`src/rtl/assert_macros.svh`:
```
// Assertion macros used by the interrupt controller RTL.
`ifndef ASSERT_MACROS_SVH
`define ASSERT_MACROS_SVH

// Check a condition at every clock edge outside reset.
`define ASSERT_ALWAYS(label, expr, msg) \
  label: assert property (@(posedge clk) disable iff (rst) (expr)) else $error(msg);

// Check a consequence in the cycle after a trigger.
`define ASSERT_NEXT(label, ante, cons, msg) \
  label: assert property (@(posedge clk) disable iff (rst) (ante) |=> (cons)) else $error(msg);

`endif

```
`src/rtl/pic_pkg.sv`:
```
// Types, codes and helper functions of the prioritized interrupt controller.
package pic_pkg;

  localparam logic [2:0] CMD_READ   = 3'd0;
  localparam logic [2:0] CMD_WRITE  = 3'd1;
  localparam logic [2:0] CMD_PIN    = 3'd2;
  localparam logic [2:0] CMD_RAISE  = 3'd3;
  localparam logic [2:0] CMD_ACK    = 3'd4;
  localparam logic [2:0] CMD_FINISH = 3'd5;

  localparam logic [5:0] OFF_PINS         = 6'h01;
  localparam logic [5:0] OFF_EDGE         = 6'h03;
  localparam logic [5:0] OFF_PLAIN_LOW    = 6'h05;
  localparam logic [5:0] OFF_ENABLE_A     = 6'h07;
  localparam logic [5:0] OFF_ENABLE_B     = 6'h09;
  localparam logic [5:0] OFF_PENDING_A    = 6'h0B;
  localparam logic [5:0] OFF_PENDING_B    = 6'h0D;
  localparam logic [5:0] OFF_IN_SERVICE_A = 6'h0F;
  localparam logic [5:0] OFF_IN_SERVICE_B = 6'h11;
  localparam logic [5:0] OFF_MASK_A       = 6'h13;
  localparam logic [5:0] OFF_MASK_B       = 6'h15;
  localparam logic [5:0] OFF_VECTOR       = 6'h17;
  localparam logic [5:0] OFF_PLAIN_FIRST  = 6'h19;
  localparam logic [5:0] OFF_PLAIN_LAST   = 6'h2F;

  localparam int         PLAIN_COUNT      = 13;
  localparam int         SOFT_EOI_BIT     = 3;
  localparam logic [7:0] VECTOR_RESET     = 8'h48;
  localparam logic [7:0] PIN_LEVELS_RESET = 8'hFF;

  typedef logic [$clog2(PLAIN_COUNT)-1:0] plain_idx_t;

  typedef struct packed {
    logic [2:0] cmd;
    logic [5:0] reg_offset;
    logic [7:0] write_data;
    logic [2:0] pin_index;
    logic       pin_level;
    logic [3:0] channel;
  } in_item_t;

  typedef struct packed {
    logic [7:0] read_data;
    logic       ack_valid;
    logic [7:0] ack_vector;
    logic       irq_request;
    logic [3:0] pending_channel;
  } out_item_t;

  typedef struct packed {
    logic       found;
    logic [3:0] chan;
  } request_t;

  function automatic logic [3:0] pin_channel(logic [2:0] pin);
    logic [3:0] ch;
    case (pin)
      3'd0:    ch = 4'd0;
      3'd1:    ch = 4'd1;
      3'd2:    ch = 4'd2;
      3'd3:    ch = 4'd3;
      3'd4:    ch = 4'd6;
      3'd5:    ch = 4'd7;
      3'd6:    ch = 4'd14;
      default: ch = 4'd15;
    endcase
    return ch;
  endfunction

  function automatic request_t find_request(logic [15:0] pend, logic [15:0] serv);
    logic [15:0] held;
    logic [15:0] cand;
    request_t    r;
    for (int i = 0; i < 16; i++) begin
      held[i] = |(serv >> i);
    end
    cand    = pend & ~held;
    r.found = |cand;
    r.chan  = '0;
    for (int i = 0; i < 16; i++) begin
      if (cand[i]) begin
        r.chan = 4'(i);
      end
    end
    return r;
  endfunction

endpackage

```
`src/rtl/prioritized_interrupt_controller.sv`:
```
// Sixteen-channel prioritized interrupt controller with byte-wide registers.
// Each command item is captured in an input register, executed against the
// register state, and its result lands in a result register. The block takes
// one item every cycle unless the input stalls. The state update and both
// priority encodes (for the acknowledge and for the status after the
// command) fit between the input and result registers. The input stalls
// only while an item waits in the input register behind a result that is
// itself stalled.
`include "assert_macros.svh"

module prioritized_interrupt_controller
  import pic_pkg::*;
(
  input  logic      clk,
  input  logic      rst,
  input  logic      req_valid,
  output logic      req_stall,
  input  in_item_t  req,
  output logic      rsp_valid,
  input  logic      rsp_stall,
  output out_item_t rsp
);

  logic       s1_valid;
  in_item_t   s1;
  logic       advance;

  logic [7:0]  pin_levels, pin_levels_next;
  logic [7:0]  edge_select, edge_select_next;
  logic [15:0] enable, enable_next;
  logic [15:0] pending, pending_next;
  logic [15:0] in_service, in_service_next;
  logic [15:0] mask, mask_next;
  logic [7:0]  vector_reg, vector_reg_next;
  logic [7:0]  plain_registers [PLAIN_COUNT];

  logic        plain_hit;
  logic [5:0]  plain_delta;
  plain_idx_t  plain_idx;
  logic        plain_we;
  logic [7:0]  read_mux;
  logic        raise;
  logic [3:0]  raise_chan;
  logic        pin_old;
  request_t    cur_req;
  request_t    nxt_req;
  out_item_t   result;

  assign advance   = s1_valid && (!rsp_valid || !rsp_stall);
  assign req_stall = s1_valid && !advance;

  assign plain_delta = s1.reg_offset - OFF_PLAIN_FIRST;
  assign plain_hit   = (s1.reg_offset == OFF_PLAIN_LOW) ||
                       (s1.reg_offset >= OFF_PLAIN_FIRST && s1.reg_offset <= OFF_PLAIN_LAST &&
                        s1.reg_offset[0]);
  assign plain_idx   = (s1.reg_offset == OFF_PLAIN_LOW) ? '0 :
                       plain_idx_t'(plain_delta[5:1]) + plain_idx_t'(1);
  assign plain_we    = advance && (s1.cmd == CMD_WRITE) && plain_hit;

  always_comb begin
    read_mux = '0;
    if (plain_hit) begin
      read_mux = plain_registers[plain_idx];
    end else begin
      unique case (s1.reg_offset)
        OFF_PINS:         read_mux = pin_levels;
        OFF_EDGE:         read_mux = edge_select;
        OFF_ENABLE_A:     read_mux = enable[15:8];
        OFF_ENABLE_B:     read_mux = enable[7:0];
        OFF_PENDING_A:    read_mux = pending[15:8];
        OFF_PENDING_B:    read_mux = pending[7:0];
        OFF_IN_SERVICE_A: read_mux = in_service[15:8];
        OFF_IN_SERVICE_B: read_mux = in_service[7:0];
        OFF_MASK_A:       read_mux = mask[15:8];
        OFF_MASK_B:       read_mux = mask[7:0];
        OFF_VECTOR:       read_mux = vector_reg;
        default:          read_mux = '0;
      endcase
    end
  end

  always_comb begin
    pin_levels_next  = pin_levels;
    edge_select_next = edge_select;
    enable_next      = enable;
    pending_next     = pending;
    in_service_next  = in_service;
    mask_next        = mask;
    vector_reg_next  = vector_reg;
    raise            = 1'b0;
    raise_chan       = s1.channel;
    pin_old          = pin_levels[s1.pin_index];
    cur_req          = find_request(pending & mask, in_service);
    result           = '0;

    case (s1.cmd)
      CMD_READ: begin
        result.read_data = read_mux;
      end
      CMD_WRITE: begin
        if (!plain_hit) begin
          unique case (s1.reg_offset)
            OFF_EDGE: edge_select_next = s1.write_data;
            OFF_ENABLE_A: begin
              enable_next[15:8]  = s1.write_data;
              pending_next[15:8] = pending[15:8] & s1.write_data;
            end
            OFF_ENABLE_B: begin
              enable_next[7:0]  = s1.write_data;
              pending_next[7:0] = pending[7:0] & s1.write_data;
            end
            OFF_PENDING_A:    pending_next[15:8]    = pending[15:8] & s1.write_data;
            OFF_PENDING_B:    pending_next[7:0]     = pending[7:0] & s1.write_data;
            OFF_IN_SERVICE_A: in_service_next[15:8] = in_service[15:8] & s1.write_data;
            OFF_IN_SERVICE_B: in_service_next[7:0]  = in_service[7:0] & s1.write_data;
            OFF_MASK_A:       mask_next[15:8]       = s1.write_data;
            OFF_MASK_B:       mask_next[7:0]        = s1.write_data;
            OFF_VECTOR: begin
              vector_reg_next = s1.write_data;
              if (!s1.write_data[SOFT_EOI_BIT]) begin
                in_service_next = '0;
              end
            end
            default: ;
          endcase
        end
      end
      CMD_PIN: begin
        pin_levels_next[s1.pin_index] = s1.pin_level;
        raise      = (pin_old != s1.pin_level) &&
                     (edge_select[s1.pin_index] == s1.pin_level);
        raise_chan = pin_channel(s1.pin_index);
      end
      CMD_RAISE: begin
        raise = 1'b1;
      end
      CMD_ACK: begin
        if (cur_req.found) begin
          pending_next[cur_req.chan] = 1'b0;
          if (vector_reg[SOFT_EOI_BIT]) begin
            in_service_next[cur_req.chan] = 1'b1;
          end
          result.ack_valid  = 1'b1;
          result.ack_vector = {vector_reg[7:4], cur_req.chan};
        end
      end
      CMD_FINISH: begin
        in_service_next[s1.channel] = 1'b0;
      end
      default: ;
    endcase

    if (raise && enable[raise_chan]) begin
      pending_next[raise_chan] = 1'b1;
    end

    nxt_req                = find_request(pending_next & mask_next, in_service_next);
    result.irq_request     = nxt_req.found;
    result.pending_channel = nxt_req.found ? nxt_req.chan : '0;
  end

  always_ff @(posedge clk) begin
    if (rst) begin
      s1_valid  <= 1'b0;
      rsp_valid <= 1'b0;
    end else begin
      if (req_valid && !req_stall) begin
        s1_valid <= 1'b1;
      end else if (advance) begin
        s1_valid <= 1'b0;
      end
      if (advance) begin
        rsp_valid <= 1'b1;
      end else if (!rsp_stall) begin
        rsp_valid <= 1'b0;
      end
    end
  end

  always_ff @(posedge clk) begin
    if (req_valid && !req_stall) begin
      s1 <= req;
    end
    if (advance) begin
      rsp <= result;
    end
  end

  always_ff @(posedge clk) begin
    if (rst) begin
      pin_levels  <= PIN_LEVELS_RESET;
      edge_select <= '0;
      enable      <= '0;
      pending     <= '0;
      in_service  <= '0;
      mask        <= '0;
      vector_reg  <= VECTOR_RESET;
      for (int i = 0; i < PLAIN_COUNT; i++) begin
        plain_registers[i] <= '0;
      end
    end else begin
      if (advance) begin
        pin_levels  <= pin_levels_next;
        edge_select <= edge_select_next;
        enable      <= enable_next;
        pending     <= pending_next;
        in_service  <= in_service_next;
        mask        <= mask_next;
        vector_reg  <= vector_reg_next;
      end
      if (plain_we) begin
        plain_registers[plain_idx] <= s1.write_data;
      end
    end
  end

  `ASSERT_ALWAYS(a_pend_enabled, (pending & ~enable) == '0, "pending on disabled channel")
  `ASSERT_NEXT(a_s1_hold, s1_valid && !advance, s1_valid && $stable(s1), "held item changed")
  `ASSERT_ALWAYS(a_ack_no_read, !rsp_valid || !rsp.ack_valid || ~|rsp.read_data, "ack with data")
  `ASSERT_ALWAYS(a_idle_chan, !rsp_valid || rsp.irq_request || ~|rsp.pending_channel, "idle channel")

endmodule

```
`config.mk`:
```
export PLATFORM = sky130hd
export DESIGN_NAME = prioritized_interrupt_controller
export DESIGN_NICKNAME = d
export VERILOG_FILES = /design/src/rtl/pic_pkg.sv /design/src/rtl/prioritized_interrupt_controller.sv
export VERILOG_INCLUDE_DIRS = /design/src /design/src/rtl
export SDC_FILE = /design/constraint.sdc
export NUM_CORES = 1
export LEC_CHECK = 0
export BUFFER_PORTS_ARGS = -buffer_cell sky130_fd_sc_hd__buf_2
export CORE_MARGIN = 2
export CORE_UTILIZATION = 32
export DETAILED_ROUTE_END_ITERATION = 10
export GPL_TIMING_DRIVEN = 1
export PLACE_DENSITY_LB_ADDON = 0.25
export SYNTH_ARGS = -nofsm -noshare
export SYNTH_HDL_FRONTEND = slang
export SYNTH_SLANG_ARGS = --single-unit
```
`constraint.sdc`:
```
create_clock -name clk -period 12.3 [get_ports clk]
set_input_delay 0.615 -clock clk [delete_from_list [all_inputs] [get_ports clk]]
set_output_delay 0.615 -clock clk [all_outputs]
set_load 0.01 [all_outputs]
```
# ---- Yosys cells after proc, flatten, opt, wreduce, memory -nomap -nowiden
# Memories as Yosys holds them, arrays and structs flattened.
# Index checks and enable logic that the tools add are counted.
dict set report word_totals {
  mem_count 1
  output_inout_bits 24
  input_bits 29
  elab_cells 221
  regBits 137
  ram_bits 104
}
# name words word_bits read_ports rd_clocked_by_memory_dff wr line
set memory_table {}
lappend memory_table {plain_registers 13 8 1 0 13 prioritized_interrupt_controller.sv:35} ;# logic [7:0] plain_registers [PLAIN_COUNT];
dict set report classes {
  addsub 2
  order_cmp 10
  reduce_logical 63
  muxes 81
  n_eq_ne 26
  bitwise 17
}
# op n
set ops {}
lappend ops {{16-bit 2-to-1 mux} 9}
lappend ops {{4-bit 2-to-1 mux} 25}
lappend ops {{16-bit bitwise AND} 6}
lappend ops {{8-bit one-hot mux with 11 select lines} 1}
lappend ops {{16-bit NOT} 4}
lappend ops {{16-bit OR reduction} 4}
lappend ops {{8-bit 2-to-1 mux} 6}
lappend ops {{16-bit one-hot mux with 3 select lines} 1}
lappend ops {{8-bit bitwise AND} 4}
lappend ops {{16-bit bitwise OR} 2}
lappend ops {{16-bit one-hot mux with 2 select lines} 1}
lappend ops {{8-bit one-hot mux with 2 select lines} 2}
lappend ops {{15-bit OR reduction} 2}
lappend ops {{4-bit one-hot mux with 7 select lines} 1}
lappend ops {{14-bit OR reduction} 2}
lappend ops {{13-bit OR reduction} 2}
lappend ops {{6-bit by 4-bit == test with 1-bit output (second input constant)} 4}
lappend ops {{6-bit by 5-bit == test with 1-bit output (second input constant)} 4}
lappend ops {{12-bit OR reduction} 2}
lappend ops {{8-bit OR reduction} 3}
lappend ops {{11-bit OR reduction} 2}
lappend ops {{10-bit OR reduction} 2}
lappend ops {{1-bit 2-to-1 mux} 19}
lappend ops {{9-bit OR reduction} 2}
lappend ops {{other kinds (40)} 89}

# ---- Logic depth before layout (Yosys ltp)
dict set report logic_depth {
  depth_word 45
  ltp_mapped 16
  mapped_depth_nobuf 12
}

# ---- Worst setup path before layout
# OpenSTA, ideal clock, no wires.
dict set report synth_timing {
  kind {reg2reg}
  from {register s1[16] (netlist name)}
  to {memory plain_registers[10][0], enable pin}
  period_less_slack_ps 3988
  path_buffers 5
  setup_ps 384
  path_stages_with_launch 12
  arrival_ps 3604
  required_ps 11916
  slack_ps 8312
  path_cell_list {edfxtp_1 > inv_1 > ha_1 > clkbuf_1 > inv_1 > clkbuf_1 > ha_1 > clkbuf_1 > clkbuf_1 > clkbuf_1 > nand4_1 > o21ai_0}
}
# item line
set synth_lines {}
lappend synth_lines {{start, declared} prioritized_interrupt_controller.sv:25} ;# in_item_t s1;
lappend synth_lines {{start signal, assigned} prioritized_interrupt_controller.sv:182} ;# s1 <= req;
lappend synth_lines {{end, declared} prioritized_interrupt_controller.sv:35}

==> metrics.md <==
| Metric | Value |
|---|---|
| DRT Pass-1 Iters | 6 |
| Pwr Density | 135 mW/mm² |
| Psw | 624 µW |
| Setup_tns | 0 ns |
| Worst r2r src | s1[24] |
| Internal power | about 1600 µW |
| Max Root-Sink Buffers | 3 |
| Async set-reset flop share out of synthesis | 0 |
| Levels on crit path | 10 |
| IR drop worst, VDD | around 120 µV |
| Die area | around 0.048 mm² |
| Resize count post-CTS | 0 |
| Final Max Tran Viols | 0 |
| H-tree depth | 1 |
| CP max stage delay | ~0.84 ns |
| Syn avg cell area | 9.62 µm² |
| Antenna Nets Post-Route | 0 |
| DIE HEIGHT | between 200 and 250 µm |
| First-pass GRT wire length | 81500 µm |
| Hold Crit Class | primary input to flop |
| CP top delay family | simple AND/OR/NAND/NOR gates |
| CTS tree | done |
| Placed wire-length estimate | 38200 µm |
| Drt total wl | between 50000 and 60000 µm |
| Final Skew | 0.0353 ns |
| Worst-Margin Slew | 1.31 ns |
| Sequential Power Share | 0.442 |
| Largest net degree at the start of global routing | 80 |
| Placed insts | 2113 |
| Vias after detailed routing | 12.8k |
| Gr ovfl total | 0 |
| Commonest non-fill, non-tap cell in the layout | nor2_1 |
| Clock buffer count from CTS | 30 |
| Tmin final | approximately 4.8 ns |
| Critical path type | flop to flop |
| Total Nets Final | 1578 |
| P&R area growth vs syn | 12.6% |
| Switching Fraction | 0.277 |
| Final non-filler cell total | 2169 |
| Post-synthesis sequential area ratio | 0.476 |
| Num ports | between 50 and 60 |
| WL/cell | 25.2 µm |
| Crit path required time | 12.73 ns |
| Synth warn | 0 |
| Initial cell density of the core | 0.325 |
| Crit path DAT | between 5 and 6 ns |
| Post-synth EDFFs | 175 |
| Antenna violations before repair | 0 |
| Share of cells above drive strength 1 | 0.120 |
| Worst path cell trace | nor3b_2, mux2i_1, a2111o_1, o311a_1, o211a_1, a41oi_1, or4b_2, and3b_1, and3_1, o211ai_1 |
| Startpoint types | flop |
| DR DRC count | 0 |
| R2R depth | 10 |
| Setup bufs post-CTS | 0 |
| Clock network power share | 0.430 |
| Syn_nets | 1575 |
| R2r setup slk | 7.46 ns |
| RD Place Congestion | 1.00 |
| WP buf/inv | 0 |
| Worst Hold Launch | req[14] |
| CORE AREA | 0.0456 mm² |
| GRT Overall Usage | 0.227 |
| Most frequent cells in the layout | nor2_1 (204), edfxtp_1 (175), nand2_1 (122) |
| Critical Path Fanout Max | 22 |
| Reg2reg end | rsp[4] |
| Clock slew at reported path FFs | 0.06 ns |
| Final worst-path cycle share | 0.393 |
| Final count of negative-setup-slack endpoints | 0 |
| Setup crit end | rsp[4] |
| Mapped Area | about 0.015 mm² |
| Final Hold Fails | 0 |
| Cell Rows | 78 |
| Worst-skew pair later-pin latency | 0.61 ns |
| Rel. slew slack | 0.126 |
| Syn Inst Count | about 1.5k |
| RSZ-0062 raised after global routing | no |
| Fmax | 207 MHz |
| CTS Sinks | around 270 |
| Biggest register | plain_registers |
| Worst Setup SP | s1[24] |
| Max-Cap Viols | 0 |
| CTS Hold Bufs | 0 |
| Max reg flops | 128 |
| Vias in the first global route | 12.3k |
| Starting DRT DRC Count | 1603 |
| Synth Register Bits | ~270 |
| N_diodes | 0 |
| Synth unique cells | 100 |
| Leakage power | roughly 0.0058 µW |
| Port Buffers | 52 |
| Gate power share | 0.127 |
| CP max stage cell | nor3b_2 |
| Regs by FF count | plain_registers (128), s1 (25), rsp (22) |
| Crit. End Element | flop |
| DR vias/cell | 5.90 |
| Most common flop cell mapped by yosys | edfxtp_1 |
| Root buf cell | clkbuf_16 |
| Chip width | 219 µm |
| Status | finished clean |
-- logic make-up (layout without fill, tap and decap cells) --
logic type,after synthesis,in the layout,synth area share
XOR/XNOR,5,5,0.00295
AND/OR/NAND/NOR,645,645,0.219
buffers and inverters,118,145,0.0315
adder cells (fa/ha/maj),4,4,0.00337
AO/OA/AOI/OAI,398,398,0.193
multiplexers,107,107,0.0748
flip-flops,265,265,0.476
-- synthesized netlist by cell type, types with 14 or more instances --
library cell	number	share of area
a31oi_1	17	0.0072
clkbuf_1	87	0.022
dfxtp_1	90	0.12
nand3_1	34	0.011
nand2_1	122	0.031
a221oi_1	15	0.0089
nor2_1	204	0.052
nor3_1	42	0.014
mux2i_1	94	0.063
o211ai_1	18	0.0091
o221ai_1	24	0.014
edfxtp_1	175	0.35
nand4_1	17	0.0072
a21oi_1	84	0.028
a211oi_1	21	0.011
o21ai_0	69	0.023
inv_1	14	0.0035
and3_1	17	0.0072
nor2b_1	17	0.0072
and2_1	115	0.048
a22oi_1	28	0.014
-- power groups by stage --
stage                     combinational (µW)  sequential [µW]  clock [µW]
after floorplan                          195             1000           0
after global placement                   282             1020           0
after detailed placement                 284             1020           0
after CTS                                285              997         988
after global routing                     311             1000        1020
final                                    287              998         971
-- final cells by class --
cell class	count	area, µm²
clock buffer	35	790
clock inverter	21	277
fill	4532	28900
inverter	15	56.3
multi-input combinational	1159	7340
sequential	265	7060
tap	600	751
timing repair buffer	74	425
-- metal layers --
layer  vias up  global-route usage  part of all wire
li1       5804                   -                 -
met1      6201               0.327              0.45
met2       662               0.343              0.43
met3       129              0.0405             0.093
met4         0              0.0700             0.033
met5         -                   0                 0
-- worst min-delay path by stage --
| stage | end | slack (ns) | cells past startpoint |
|---|---|---|---|
| 2_1_floorplan | rsp_valid | 0.45 | 2 |
| 3_3_place_gp | rsp_valid | 0.47 | 2 |
| 3_5_place_dp | pin_levels[0] | 0.49 | 2 |
| 4_1_cts | s1[14] | 0.13 | 1 |
| 5_1_grt | s1[14] | 0.14 | 1 |
| 6_report | s1[14] | 0.18 | 1 |
-- metrics by stage --
stage          utilization  total power [µW]  area (µm²)  setup WS (ns)  hold slack, ns
2_1_floorplan            -              1200       14800           8.31           0.450
3_3_place_gp         0.343              1300       15600           7.72           0.473
3_5_place_dp         0.343              1300       15600           7.54           0.488
4_1_cts              0.366              2270       16700           7.50           0.132
5_1_grt              0.366              2330       16700           7.12           0.143
6_report             0.366              2260       16700           7.46           0.178
No activity file was read; power rests on OpenSTA's default activity.
